==> config.mk <==
export PLATFORM = sky130hd
export DESIGN_NAME = barometric_sensor_compensation_core
export DESIGN_NICKNAME = d
export VERILOG_FILES = /design/src/rtl/core/bsc_pkg.sv /design/src/rtl/core/bsc_datapath.sv /design/src/rtl/core/bsc_ctrl.sv /design/src/rtl/core/barometric_sensor_compensation_core.sv
export SDC_FILE = /design/constraint.sdc
export NUM_CORES = 2
export LEC_CHECK = 0
export BUFFER_PORTS_ARGS = -buffer_cell sky130_fd_sc_hd__clkbuf_2
export CELL_PAD_IN_SITES_DETAIL_PLACEMENT = 1
export CELL_PAD_IN_SITES_GLOBAL_PLACEMENT = 1
export CORE_MARGIN = 3
export CORE_UTILIZATION = 45
export DETAILED_ROUTE_END_ITERATION = 10
export PLACE_DENSITY_LB_ADDON = 0.15
export SYNTH_ARGS = -nofsm -noshare
export SYNTH_HDL_FRONTEND = slang
export SYNTH_SLANG_ARGS = --single-unit
==> constraint.sdc <==
create_clock -name i_clk -period 27.4 [get_ports i_clk]
set_input_delay 4.11 -clock i_clk [delete_from_list [all_inputs] [get_ports i_clk]]
set_output_delay 4.11 -clock i_clk [all_outputs]
set_load 0.01 [all_outputs]
==> src/rtl/core/bsc_pkg.sv <==
`timescale 1ns / 1ps
// Shared types, opcodes and constants for the barometric compensation core.
package bsc_pkg;

    // Number of calibration slots.
    localparam int unsigned SlotCount = 12;

    // Slot indexes.
    localparam logic [3:0] SLOT_T1 = 4'd0;
    localparam logic [3:0] SLOT_T2 = 4'd1;
    localparam logic [3:0] SLOT_T3 = 4'd2;
    localparam logic [3:0] SLOT_P1 = 4'd3;
    localparam logic [3:0] SLOT_P2 = 4'd4;
    localparam logic [3:0] SLOT_P3 = 4'd5;
    localparam logic [3:0] SLOT_P4 = 4'd6;
    localparam logic [3:0] SLOT_P5 = 4'd7;
    localparam logic [3:0] SLOT_P6 = 4'd8;
    localparam logic [3:0] SLOT_P7 = 4'd9;
    localparam logic [3:0] SLOT_P8 = 4'd10;
    localparam logic [3:0] SLOT_P9 = 4'd11;

    // Multiplier operand selectors.
    typedef enum logic [4:0] {
        OP_ZERO,
        OP_TA,
        OP_TB,
        OP_TC,
        OP_TD,
        OP_QQ,
        OP_V2A,
        OP_V2B,
        OP_PA,
        OP_PC,
        OP_PD,
        OP_PE,
        OP_DIVA,
        OP_DIVB,
        OP_QA,
        OP_QB,
        OP_QC
    } t_op;

    // Command from controller to datapath.
    typedef struct packed {
        logic start;     // latch inputs
        logic mul;       // run one multiply step
        t_op  op;
        logic div_start; // begin division
        logic div_step;  // one restoring step
        logic finish;    // form outputs
    } t_cmd;

    // Status from datapath to controller.
    typedef struct packed {
        logic zero_div;
    } t_sts;

    localparam logic [31:0] K64000   = 32'd64000;
    localparam logic [31:0] K32768   = 32'd32768;
    localparam logic [31:0] K1048576 = 32'd1048576;
    localparam logic [31:0] K3125    = 32'd3125;
    localparam logic [31:0] KSignBit = 32'h8000_0000;
    localparam logic signed [31:0] TempMin = -32'sd4000;
    localparam logic signed [31:0] TempMax = 32'sd8500;
    localparam logic [31:0] PresMin  = 32'd30000;
    localparam logic [31:0] PresMax  = 32'd110000;

endpackage

==> src/rtl/core/bsc_datapath.sv <==
`timescale 1ns / 1ps
// Datapath: calibration table, shared 32x32 multiplier and serial divider.
module bsc_datapath (
    input  logic               i_clk,
    input  logic               i_rst_n,
    input  logic               i_load,
    input  logic [3:0]         i_cal_index,
    input  logic [15:0]        i_cal_value,
    input  logic [19:0]        i_raw_temperature,
    input  logic [19:0]        i_raw_pressure,
    input  bsc_pkg::t_cmd      i_cmd,
    output bsc_pkg::t_sts      o_sts,
    output logic [14:0]        o_temperature_centi,
    output logic [16:0]        o_pressure_pa,
    output logic               o_divide_guard
);

    logic [15:0] r_cal [bsc_pkg::SlotCount];
    logic [19:0] r_adc_t, r_adc_p;
    logic [31:0] r_fine, r_var1, r_q, r_var2, r_x, r_y, r_p, r_m;
    logic [31:0] r_rem, r_quo, r_dvd, r_dvs;
    logic        r_post;
    logic [31:0] mul_a, mul_b, prod;
    logic [31:0] t1, t2, t3, p1, p2, p3, p4, p5, p6, p7, p8, p9;
    logic [33:0] trial;
    logic [32:0] rem_sh;
    logic [31:0] tmp, pfin, pres;
    logic signed [31:0] temp_s;

    function automatic logic [31:0] sx(input logic [15:0] v);
        sx = {{16{v[15]}}, v};
    endfunction

    function automatic logic [31:0] sar(input logic [31:0] v, input int n);
        sar = 32'($signed(v) >>> n);
    endfunction

    // Calibration table writes, cleared on reset.
    always_ff @(posedge i_clk) begin
        if (!i_rst_n) begin
            for (int i = 0; i < bsc_pkg::SlotCount; i++) r_cal[i] <= '0;
        end else if (i_load && (i_cal_index < 4'(bsc_pkg::SlotCount))) begin
            r_cal[i_cal_index] <= i_cal_value;
        end
    end

    assign t1 = {16'd0, r_cal[bsc_pkg::SLOT_T1]};
    assign t2 = sx(r_cal[bsc_pkg::SLOT_T2]);
    assign t3 = sx(r_cal[bsc_pkg::SLOT_T3]);
    assign p1 = {16'd0, r_cal[bsc_pkg::SLOT_P1]};
    assign p2 = sx(r_cal[bsc_pkg::SLOT_P2]);
    assign p3 = sx(r_cal[bsc_pkg::SLOT_P3]);
    assign p4 = sx(r_cal[bsc_pkg::SLOT_P4]);
    assign p5 = sx(r_cal[bsc_pkg::SLOT_P5]);
    assign p6 = sx(r_cal[bsc_pkg::SLOT_P6]);
    assign p7 = sx(r_cal[bsc_pkg::SLOT_P7]);
    assign p8 = sx(r_cal[bsc_pkg::SLOT_P8]);
    assign p9 = sx(r_cal[bsc_pkg::SLOT_P9]);

    // Operand selection for the shared multiplier.
    always_comb begin
        mul_a = '0;
        mul_b = '0;
        unique case (i_cmd.op)
            bsc_pkg::OP_TA: begin
                mul_a = {15'd0, r_adc_t[19:3]} - (t1 << 1); mul_b = t2;
            end
            bsc_pkg::OP_TB: begin
                mul_a = {16'd0, r_adc_t[19:4]} - t1;
                mul_b = {16'd0, r_adc_t[19:4]} - t1;
            end
            bsc_pkg::OP_TC: begin mul_a = sar(r_m, 12); mul_b = t3; end
            bsc_pkg::OP_TD: begin mul_a = r_fine; mul_b = 32'd5; end
            bsc_pkg::OP_QQ: begin mul_a = r_q; mul_b = r_q; end
            bsc_pkg::OP_V2A: begin mul_a = sar(r_m, 11); mul_b = p6; end
            bsc_pkg::OP_V2B: begin mul_a = r_var1; mul_b = p5; end
            bsc_pkg::OP_PA: begin mul_a = p3; mul_b = sar(r_y, 13); end
            bsc_pkg::OP_PC: begin mul_a = p2; mul_b = r_var1; end
            bsc_pkg::OP_PD: begin
                mul_a = bsc_pkg::K32768 + sar(r_x + sar(r_m, 1), 18); mul_b = p1;
            end
            bsc_pkg::OP_PE: begin
                mul_a = (bsc_pkg::K1048576 - {12'd0, r_adc_p}) - sar(r_var2, 12);
                mul_b = bsc_pkg::K3125;
            end
            bsc_pkg::OP_QA: begin mul_a = {3'd0, r_p[31:3]}; mul_b = {3'd0, r_p[31:3]}; end
            bsc_pkg::OP_QB: begin mul_a = p9; mul_b = r_m >> 13; end
            bsc_pkg::OP_QC: begin mul_a = {2'd0, r_p[31:2]}; mul_b = p8; end
            default: ;
        endcase
    end
    assign prod = 32'(mul_a * mul_b);

    // Divider step and helpers. The shifted remainder keeps 33 bits so that
    // divisors with the top bit set divide correctly.
    assign rem_sh = {r_rem, r_dvd[31]};
    assign trial  = {1'b0, rem_sh} - {2'b0, r_dvs};
    assign tmp    = sar(r_fine * 32'd5 + 32'd128, 8);
    assign temp_s = $signed(tmp);
    assign pfin   = r_p + sar(r_x + sar(r_m, 13) + p7, 4);
    assign pres   = (pfin < bsc_pkg::PresMin) ? bsc_pkg::PresMin :
                    (pfin > bsc_pkg::PresMax) ? bsc_pkg::PresMax : pfin;

    // Sequenced register updates.
    always_ff @(posedge i_clk) begin
        if (i_cmd.start) begin
            r_adc_t <= i_raw_temperature;
            r_adc_p <= i_raw_pressure;
        end
        if (i_cmd.mul) begin
            r_m <= prod;
            unique case (i_cmd.op)
                bsc_pkg::OP_TB: r_x <= sar(r_m, 11);
                bsc_pkg::OP_TC: begin
                    r_fine <= r_x + sar(prod, 14);
                    r_var1 <= sar(r_x + sar(prod, 14), 1) - bsc_pkg::K64000;
                    r_q    <= sar(sar(r_x + sar(prod, 14), 1)
                              - bsc_pkg::K64000, 2);
                end
                bsc_pkg::OP_QQ: r_y <= prod;
                bsc_pkg::OP_V2A: r_var2 <= prod;
                bsc_pkg::OP_V2B: r_var2 <= sar(r_var2 + (prod << 1), 2) + (p4 << 16);
                bsc_pkg::OP_PC: r_x <= sar(r_m, 3);
                bsc_pkg::OP_PD: r_var1 <= sar(prod, 15);
                bsc_pkg::OP_PE: begin
                    r_post <= prod[31];
                    r_dvd  <= prod[31] ? prod : (prod << 1);
                end
                bsc_pkg::OP_QB: r_x <= sar(prod, 12);
                default: ;
            endcase
        end
        if (i_cmd.div_start) begin
            r_rem <= '0;
            r_dvs <= r_var1;
        end
        if (i_cmd.div_step) begin
            r_dvd <= {r_dvd[30:0], 1'b0};
            if (!trial[33]) begin
                r_rem <= trial[31:0];
                r_quo <= {r_quo[30:0], 1'b1};
            end else begin
                r_rem <= rem_sh[31:0];
                r_quo <= {r_quo[30:0], 1'b0};
            end
        end
        if (i_cmd.op == bsc_pkg::OP_DIVB) r_p <= r_post ? (r_quo << 1) : r_quo;
        if (i_cmd.finish) begin
            o_temperature_centi <= (temp_s < bsc_pkg::TempMin) ? 15'(bsc_pkg::TempMin) :
                                   (temp_s > bsc_pkg::TempMax) ? 15'(bsc_pkg::TempMax) :
                                   tmp[14:0];
            o_divide_guard <= (r_var1 == '0);
            o_pressure_pa  <= (r_var1 == '0) ? 17'(bsc_pkg::PresMin) : pres[16:0];
        end
    end

    assign o_sts.zero_div = (r_var1 == '0);

endmodule

==> src/rtl/core/bsc_ctrl.sv <==
`timescale 1ns / 1ps
// Controller: sequences multiply steps, division and the output handshake.
module bsc_ctrl (
    input  logic          i_clk,
    input  logic          i_rst_n,
    input  logic          i_go,
    input  logic          i_out_taken,
    input  bsc_pkg::t_sts i_sts,
    output bsc_pkg::t_cmd o_cmd,
    output logic          o_busy,
    output logic          o_out_valid
);

    typedef enum logic [4:0] {
        S_IDLE = 5'b00001,
        S_MUL  = 5'b00010,
        S_DIV  = 5'b00100,
        S_POST = 5'b01000,
        S_OUT  = 5'b10000
    } t_state;

    t_state r_state, n_state;
    logic [4:0] r_cnt, n_cnt;

    // Multiply program before the division.
    function automatic bsc_pkg::t_op pre_op(input logic [4:0] k);
        unique case (k)
            5'd0: pre_op = bsc_pkg::OP_TA;
            5'd1: pre_op = bsc_pkg::OP_TB;
            5'd2: pre_op = bsc_pkg::OP_TC;
            5'd3: pre_op = bsc_pkg::OP_QQ;
            5'd4: pre_op = bsc_pkg::OP_V2A;
            5'd5: pre_op = bsc_pkg::OP_V2B;
            5'd6: pre_op = bsc_pkg::OP_QQ;
            5'd7: pre_op = bsc_pkg::OP_PA;
            5'd8: pre_op = bsc_pkg::OP_PC;
            5'd9: pre_op = bsc_pkg::OP_PD;
            5'd10: pre_op = bsc_pkg::OP_PE;
            default: pre_op = bsc_pkg::OP_ZERO;
        endcase
    endfunction

    // Multiply program after the division.
    function automatic bsc_pkg::t_op post_op(input logic [4:0] k);
        unique case (k)
            5'd0: post_op = bsc_pkg::OP_DIVB;
            5'd1: post_op = bsc_pkg::OP_QA;
            5'd2: post_op = bsc_pkg::OP_QB;
            5'd3: post_op = bsc_pkg::OP_QC;
            default: post_op = bsc_pkg::OP_ZERO;
        endcase
    endfunction

    // Next state and commands.
    always_comb begin
        n_state = r_state;
        n_cnt   = r_cnt;
        o_cmd   = '0;
        o_cmd.op = bsc_pkg::OP_ZERO;
        unique case (r_state)
            S_IDLE: begin
                if (i_go) begin
                    o_cmd.start = 1'b1;
                    n_state = S_MUL;
                    n_cnt   = '0;
                end
            end
            S_MUL: begin
                o_cmd.mul = 1'b1;
                o_cmd.op  = pre_op(r_cnt);
                n_cnt     = r_cnt + 5'd1;
                if (r_cnt == 5'd10) begin
                    o_cmd.div_start = 1'b1;
                    n_cnt   = '0;
                    n_state = S_DIV;
                end
            end
            S_DIV: begin
                if (i_sts.zero_div) begin
                    o_cmd.finish = 1'b1;
                    n_state = S_OUT;
                end else begin
                    o_cmd.div_step = 1'b1;
                    n_cnt = r_cnt + 5'd1;
                    if (r_cnt == 5'd31) begin
                        n_cnt   = '0;
                        n_state = S_POST;
                    end
                end
            end
            S_POST: begin
                o_cmd.op  = post_op(r_cnt);
                o_cmd.mul = (r_cnt != 5'd0) && (r_cnt != 5'd4);
                n_cnt     = r_cnt + 5'd1;
                if (r_cnt == 5'd4) begin
                    o_cmd.finish = 1'b1;
                    n_state = S_OUT;
                end
            end
            S_OUT: begin
                if (i_out_taken) n_state = S_IDLE;
            end
            default: n_state = S_IDLE;
        endcase
    end

    // State registers.
    always_ff @(posedge i_clk) begin
        if (!i_rst_n) begin
            r_state <= S_IDLE;
            r_cnt   <= '0;
        end else begin
            r_state <= n_state;
            r_cnt   <= n_cnt;
        end
    end

    assign o_busy      = (r_state != S_IDLE);
    assign o_out_valid = (r_state == S_OUT);

    // A result appears only after a compensation was started.
    a_out_after_work: assert property (@(posedge i_clk) disable iff (!i_rst_n)
        $rose(o_out_valid) |-> ($past(r_state) == S_DIV || $past(r_state) == S_POST))
        else $error("result without work");
    // In the post-division phase the counter stays at or below 4.
    a_cnt_range: assert property (@(posedge i_clk) disable iff (!i_rst_n)
        (r_state == S_POST) |-> (r_cnt <= 5'd4))
        else $error("post counter overrun");
    // A start only happens from idle.
    a_start_idle: assert property (@(posedge i_clk) disable iff (!i_rst_n)
        o_cmd.start |-> (r_state == S_IDLE))
        else $error("start while busy");

endmodule

==> src/rtl/core/barometric_sensor_compensation_core.sv <==
`timescale 1ns / 1ps
// Top level of the barometric compensation core.
//
// Channel   Dir  Signals                          Word
// s_axis    in   s_axis_tvalid/tready/tdata/tuser func in tuser; cal and raw fields in tdata
// m_axis    out  m_axis_tvalid/tready/tdata       temperature, pressure, guard
//
// A compensation, after the word is accepted, runs 11 shared multiplier steps,
// 32 steps of the bit-serial divider, one step to take the quotient, 3 more
// multiplies and one step to finish. A zero divisor skips the division and the
// steps after it. Input is stalled while a compensation runs and a result waits.
// Reset is synchronous and clears the calibration table and the controller.
module barometric_sensor_compensation_core (
    input  logic        i_clk,
    input  logic        i_rst_n,
    input  logic        s_axis_tvalid,
    output logic        s_axis_tready,
    // tdata: cal_index[3:0], cal_value[19:4], raw_temperature[39:20],
    // raw_pressure[59:40], zero pad [63:60]
    input  logic [63:0] s_axis_tdata,
    // tuser: func[0]
    input  logic        s_axis_tuser,
    output logic        m_axis_tvalid,
    input  logic        m_axis_tready,
    // tdata: temperature_centi[14:0], pressure_pa[31:15], divide_guard[32],
    // zero pad [39:33]
    output logic [39:0] m_axis_tdata
);

    bsc_pkg::t_cmd cmd;
    bsc_pkg::t_sts sts;
    logic          busy;
    logic          acc;
    logic [14:0]   temp;
    logic [16:0]   pres;
    logic          guard;

    assign s_axis_tready = !busy;
    assign acc = s_axis_tvalid && s_axis_tready;

    bsc_ctrl u_ctrl (
        .i_clk       (i_clk),
        .i_rst_n     (i_rst_n),
        .i_go        (acc && s_axis_tuser),
        .i_out_taken (m_axis_tready),
        .i_sts       (sts),
        .o_cmd       (cmd),
        .o_busy      (busy),
        .o_out_valid (m_axis_tvalid)
    );

    bsc_datapath u_dp (
        .i_clk               (i_clk),
        .i_rst_n             (i_rst_n),
        .i_load              (acc && !s_axis_tuser),
        .i_cal_index         (s_axis_tdata[3:0]),
        .i_cal_value         (s_axis_tdata[19:4]),
        .i_raw_temperature   (s_axis_tdata[39:20]),
        .i_raw_pressure      (s_axis_tdata[59:40]),
        .i_cmd               (cmd),
        .o_sts               (sts),
        .o_temperature_centi (temp),
        .o_pressure_pa       (pres),
        .o_divide_guard      (guard)
    );

    assign m_axis_tdata = {7'd0, guard, pres, temp};

endmodule
* Word-level counts from Yosys, hierarchy flattened
Memory sizes are Yosys's and may differ from the RTL's. A register that Yosys moved wholly into a read port is not among the register bits. Index checks and enable logic that the tools add are counted. W data, S select, Z words.
Operators by class: muxes and demuxes 49, equal/unequal tests 34, bitwise operators 0, reductions and logical operators 30, $mul 2, add/sub/neg operators 16, $lt $le $gt $ge 5, shift-type cells 0, divide/modulo/power cells 0
Operators by type and width (number):
- $pmux W32 S14 | 2
- $mux W32 | 8
- $add A32 B32 Y32 | 7
- $pmux W32 S2 | 2
- $pmux W32 S3 | 1
- $mux W5 | 11
- $eq A5 B4 Y1 const B | 9
- $pmux W5 S4 | 2
- $sub A33 B32 Y34 | 1
- $add A32 B8 Y32 const B | 1
- $gt A32 B17 Y1 const B | 1
- $logic_not A32 Y1 | 1
- $lt A32 B15 Y1 const B | 1
- $mul A32 B3 Y32 const B | 1
- $mul A32 B32 Y32 | 1
- $sub A31 B17 Y32 const B | 1
- $sub A32 B32 Y32 | 1
- $eq A5 B3 Y1 const B | 6
- $eq A5 B2 Y1 const B | 5
- $pmux W5 S5 | 1
- $gt A24 B15 Y1 const B | 1
- $lt A24 B13 Y1 const B | 1
- $sub A21 B20 Y22 const A | 1
- $add A17 B14 Y18 const A | 1
- 31 further kinds | 69
Storage, ports and cells: bits in latches 0, RAM bits 192, ROM bits 64, bits in registers 466, word-level logic and storage cells 162, output and inout bits 42, memories kept 2, bits of input ports 69
Memory list:
- u_dp.r_cal | depth 12, bits a word 16, read ports 12, clocked after memory_dff 0, write ports 12, RTL line bsc_datapath.sv:18 | logic [15:0] r_cal [bsc_pkg::SlotCount];
- (name not given) | depth 16, bits a word 4, read ports 1, clocked after memory_dff 1, write ports 0, RTL line bsc_ctrl.sv:27 | unique case (k)

* Logic depth before layout (Yosys ltp)
word-level depth 10, depth in mapped cells 64, depth with buffers taken out 61

* Modules after synthesis
A second synthesis with hierarchy kept.
Second synthesis, totals: cells, all modules 5799, area total of the unflattened synthesis 57281.2 µm²
Modules (own cells, without submodules):
- bsc_datapath | area an instance 56163.9 µm², sequential area each 18607.8 µm², times used 1, cells each 5651
- bsc_ctrl | area an instance 1033.5 µm², sequential area each 280.3 µm², times used 1, cells each 136
- barometric_sensor_compensation_core | area an instance 83.8 µm², sequential area each 0.0 µm², times used 1, cells each 12

* Least setup slack after synthesis
Ideal clock, no wire load.
kind register to register, start point register u_ctrl.r_cnt[0], end point register u_dp.r_var1[28] (data pin), library setup time 0.255 ns, path buffers 5, stages on the path, launching flop included 54, slack 12.709 ns, arrival 14.436 ns, data required time 27.145 ns, period minus slack after synthesis 14.691 ns, cells stage by stage dfxtp_1 inv_1 ha_1 or2_2 and3_1 nor2_1 buf_2 nor3_2 clkbuf_1 a221o_1 a21oi_1 o221ai_1 a2111oi_0 clkbuf_1 nor2_1 fa_1 fa_1 fa_1 (+18 left out) xnor2_1 xnor3_1 xnor3_1 xnor3_1 buf_6 buf_6 ha_1 nand3_1 nor2_1 nand3_1 o21ai_0 a2111oi_0 a2111oi_0 nand3b_1 nor4_1 nand4b_1 xor2_1 a21bo_2
On the way: word-level cells in the longest chain between the ends 9, elaborated cells between the ends (all ways) 26, those cells by class add/sub: 2; mul: 1; eq/ne: 17; mux: 5; reduce/logical: 1
Ends and longest elaborated chain:
- start: declaration | RTL line bsc_ctrl.sv:23 | logic [4:0] r_cnt, n_cnt;
- start signal: assignment | RTL line bsc_ctrl.sv:114 | r_cnt <= n_cnt;
- $eq A5 B2 Y1 (tied with other cells) | RTL line bsc_ctrl.sv:45 | unique case (k)
- $pmux W5 S4 (*) | RTL line bsc_ctrl.sv:45
- $pmux W6 S2 (*) | RTL line bsc_ctrl.sv:60 | unique case (r_state)
- $eq A5 B5 Y1 (tied with other cells) | RTL line bsc_datapath.sv:64 | unique case (i_cmd.op)
- $pmux W32 S14 | RTL line bsc_datapath.sv:64
- $mul A32 B32 Y32 (*) | RTL line bsc_datapath.sv:92 | assign prod = 32'(mul_a * mul_b);
- via u_dp.prod[31] | RTL line bsc_datapath.sv:23 | logic [31:0] mul_a, mul_b, prod;
- $add A32 B32 Y32 | RTL line bsc_datapath.sv:116 | r_var1 <= sar(r_x + sar(prod, 14), 1) - bsc_pkg::K64000;
- $sub A31 B17 Y32 | RTL line bsc_datapath.sv:116
- $pmux W32 S2 (*) | RTL line bsc_datapath.sv:112 | unique case (i_cmd.op)
- end signal: assignment | RTL line bsc_datapath.sv:116
- end signal: assignment | RTL line bsc_datapath.sv:124 | bsc_pkg::OP_PD: r_var1 <= sar(prod, 15);
- end: declaration | RTL line bsc_datapath.sv:20 | logic [31:0] r_fine, r_var1, r_q, r_var2, r_x, r_y, r_p, r_m;
Mark *: on every way through the listed nets, which the timed path passes. The rest lies on a longest branch. A chain may end at the register's enable or synchronous reset.

* Worst setup path after layout
start point register u_dp.r_adc_p[3], end point register u_dp.r_var1[28] (data pin)
On the way: word-level cells in the longest chain between the ends 7
Ends and longest elaborated chain:
- start: declaration | RTL line bsc_datapath.sv:19 | logic [19:0] r_adc_t, r_adc_p;
- start signal: assignment | RTL line bsc_datapath.sv:108 | r_adc_p <= i_raw_pressure;
- $sub A21 B20 Y22 (*) | RTL line bsc_datapath.sv:83 | mul_a = (bsc_pkg::K1048576 - {12'd0, r_adc_p}) - sar(r_var2, 12);
- $sub A32 B32 Y32 (*) | RTL line bsc_datapath.sv:83
- $pmux W32 S14 (*) | RTL line bsc_datapath.sv:64
- $mul A32 B32 Y32 (*) | RTL line bsc_datapath.sv:92
- $add A32 B32 Y32 | RTL line bsc_datapath.sv:116
- $sub A31 B17 Y32 | RTL line bsc_datapath.sv:116
- $pmux W32 S2 (*) | RTL line bsc_datapath.sv:112
Mark *: on every way between the ends. The rest lies on a longest branch, timed or not.

==> run summary <==
EDFF count, synth = 619
Synth Cell Area = 56,800 sq um
most frequent CP cell = fa_1
leakage = 26.5 nW
asr flop ratio synth = 0%
RD Place Congestion = 0.967
PostCTS Resize Cnt = 0
final hold violations = 0
XOR/XNOR share of the synthesized area = 4.94%
Worst setup EP type = flip-flop
Die W = 361 um
area taken by multi-input logic gates = 34,700 sq um
fill cell count = 14.0k
clock latency on the worst-skew pair = 0.70 ns
worst path arrival time = 17.49 ns
overall global routing resource usage = 32.5%
Final Cell Area = 62,400 sq um
PortBufs = 96
total negative slack = 0 ns
Pre-antenna DRT Iters = 7
die height = 361 um
share of the synthesized area in the top cell type = 32.7%
total power = 2.61 mW
Reg area = 18,900 sq um
# setup viols final = 0
# IOs = 111
post-synthesis compound-gate area fraction = 12.5%
critical path type = reg2reg
crit share post-route = 62.2%
WL final = 213 mm
Cell Rows = 129
top cells by area, synth = edfxtp_1 33%, fa_1 16%, ha_1 9.9%
Nets = 6,788
Via-to-Cell Ratio = 6.09
cell with the largest stage delay on the worst path = a2111oi_0
clock root buffer = clkbuf_16
1st-iter DRT viols = 4,635
Routed Antenna Nets = 0
placeable core area = 125,000 sq um
Unique masters post-synth = 103
Post-synth top flop = edfxtp_1
Placement Setup Slack = 10.68 ns
TritonCTS buffer count = 81
Mapped Cells = 5,723
Least-Margin Pin Slew = 1.26 ns
Slew HR = 15.6%
Max-Cap Viols = 0
share of post-route cells with drive strength above 1 = 8.78%
hold buffers post-CTS = 0
vias post-DR = 45.8k
largest net degree at the start of global routing = 67
worst flop-to-flop path endpoint = u_dp.r_var1[28]
clk slew on worst S/H paths = 0.06 ns
synthesized area per cell = 9.93 sq um
fin. max-slew vios = 0
Register-to-Register Path Depth = 52
postcts setup bufs = 0
die area = 131,000 sq um
FMAX = 0.0587 GHz
worst-path maximum fanout = 8
Power per Cell Area = 41.8 nW/um^2
Largest stage delay, worst path = 0.82 ns
hold path startpoint = u_dp.r_quo[5]
worst vdd ir = 0.0585 mV
multiplexer share of the synthesized area = 1.96%
htree depth = 3
largest family of logic cells by synthesized area = adder cells
clock tree buffer depth = 3
hold path depth = 0
Post-route DRC = 0
status = finished, final reports clean
Area after DPL = 59,800 sq um
Synth Area in Adders = 25.5%
CTS sink count = 634
hold crit path type = reg2reg
simple-gate share of the synthesized area = 15.6%
min cycle time layout = 17.04 ns
flop-to-flop setup slack = 10.36 ns
Detailed Place HPWL = 160 mm
post-synthesis sequential area ratio = 33.2%
vias in the first global route = 47.9k
initial antenna violation count = 11
YS warnings = 0
worst r2r src = u_dp.r_adc_p[3]
CTS tree = done
per-cell routed wire length = 28.3 um
Clock Skews = 0.0483 ns
worst path required time = 27.85 ns
final worst slack = 10.36 ns
Starting Density = 45.6%
number of synthesized register bits = 634
first-pass GRT wire length = 315 mm
Critical Path Start Type = flip-flop
gr ovfl total = 0
area leader, netlist = edfxtp_1
sink of the worst hold path = u_dp.r_quo[6]
RSZ-0062 raised after global routing = false
Area Growth Syn to Fin = 9.74%
[logic make-up after synthesis]
| group | after synthesis |
|---|---|
| simple gates | 1808 |
| compound gates | 1052 |
| buf+inv | 920 |
| fa+ha+maj | 893 |
| flops | 634 |
| xor+xnor | 308 |
| mux | 107 |
| other cells | 1 |
[final cells by class]
class / instances / area share, %
multi-input cells: 4175 / 55.6
well taps: 1637 / 3.28
inverters: 701 / 4.22
clock inverters: 42 / 0.722
clock buffers: 102 / 3.46
repair buffers: 233 / 2.42
diodes: 1 / 0.00401
flip-flops and latches: 634 / 30.3
[registers in the layout (all words and copies together) (netlist names), 25 cells and up, named ones only]
signal and cells:
u_dp.r_cal 192, u_dp.r_dvd 32, u_dp.r_dvs 32, u_dp.r_p 32, u_dp.r_quo 32, u_dp.r_rem 32
u_dp.r_var1 32, u_dp.r_m 31, u_dp.r_var2 31, u_dp.r_q 30, u_dp.r_x 29, u_dp.r_fine 25
[worst max-delay path: cells and delay by family (launching register included)]
family,cells,cell delay (ns)
AO/OA/AOI/OAI,13,3.76
XOR/XNOR,7,2.15
flip-flops,1,0.44
buffers and inverters,6,0.53
AND/OR/NAND/NOR,15,4.49
adder cells (fa/ha/maj),11,5.38
[layout by cell type, fill, tap and decap left out, types with 40 or more instances in the layout]
master | Yosys | routed
ha_1 | 450 | 450
o21ai_0 | 199 | 184
mux2i_1 | 72 | 72
a22oi_1 | 77 | 77
nor3_1 | 76 | 67
and3_1 | 45 | 45
clkbuf_16 | 0 | 82
buf_4 | 12 | 137
nand2b_1 | 125 | 125
xnor2_1 | 202 | 202
fa_1 | 443 | 443
a21oi_1 | 242 | 240
clkbuf_2 | 0 | 96
and2_1 | 225 | 225
xor2_1 | 98 | 98
nor2b_1 | 51 | 51
nor2_1 | 525 | 521
nand3_1 | 79 | 79
nand2_1 | 463 | 461
inv_1 | 697 | 697
or2_2 | 40 | 40
a21o_1 | 99 | 99
edfxtp_1 | 619 | 619
[per-stage QoR]
step	utilization, %	hold slack (ns)	instances
2_1_floorplan	-	0.436	5729
6_report	50.1	0.467	7525
3_5_place_dp	48.0	0.457	7380
4_1_cts	50.1	0.473	7524
3_3_place_gp	48.0	0.454	7380
5_1_grt	50.1	0.491	7524
[per-layer routing]
layer,GRT usage [%],vias up,share of wire [%]
li1,-,19900,-
met1,42.4,23300,40
met2,51.4,2029,45
met3,6.73,529,8.8
met4,16.4,10,6.1
met5,0,-,0.055
[worst max path at each step]
| stage | start | to | cells past startpoint |
|---|---|---|---|
| floorplan | u_ctrl.r_cnt[0] | u_dp.r_var1[28] | 53 |
| global placement | u_dp.r_adc_p[3] | u_dp.r_var1[28] | 54 |
| detailed placement | u_dp.r_adc_p[3] | u_dp.r_var1[28] | 54 |
| CTS | u_dp.r_adc_p[3] | u_dp.r_var1[28] | 54 |
| global route | u_dp.r_adc_p[3] | u_dp.r_var1[28] | 54 |
| finish | u_dp.r_adc_p[3] | u_dp.r_var1[28] | 52 |
[cell usage after synthesis (all sizes together), types with 15 or more instances]
library cell and number:
xor2 98, inv 699, a211oi 29, nand3 80, buf 61, dfxtp 15
nor2b 51, xnor2 202, o211ai 19, a31oi 38, nor3 86, or2 41
clkbuf 158, o21ai 228, nand2b 126, a222oi 36, mux2i 72, a21o 99
nor4 40, nor2 526, mux2 35, a22o 27, a221oi 19, a21oi 244
and3 45, ha 450, nand2 466, and2 225, fa 443, or3 26
nand4 30, o21a 38, edfxtp 619, o21bai 39, a22oi 77
[power breakdown]
group          internal, mW  switching, mW
combinational         0.135          0.273
sequential             1.09         0.0242
clock                 0.626          0.458
Note: power is estimated with default switching activity, not from simulation.
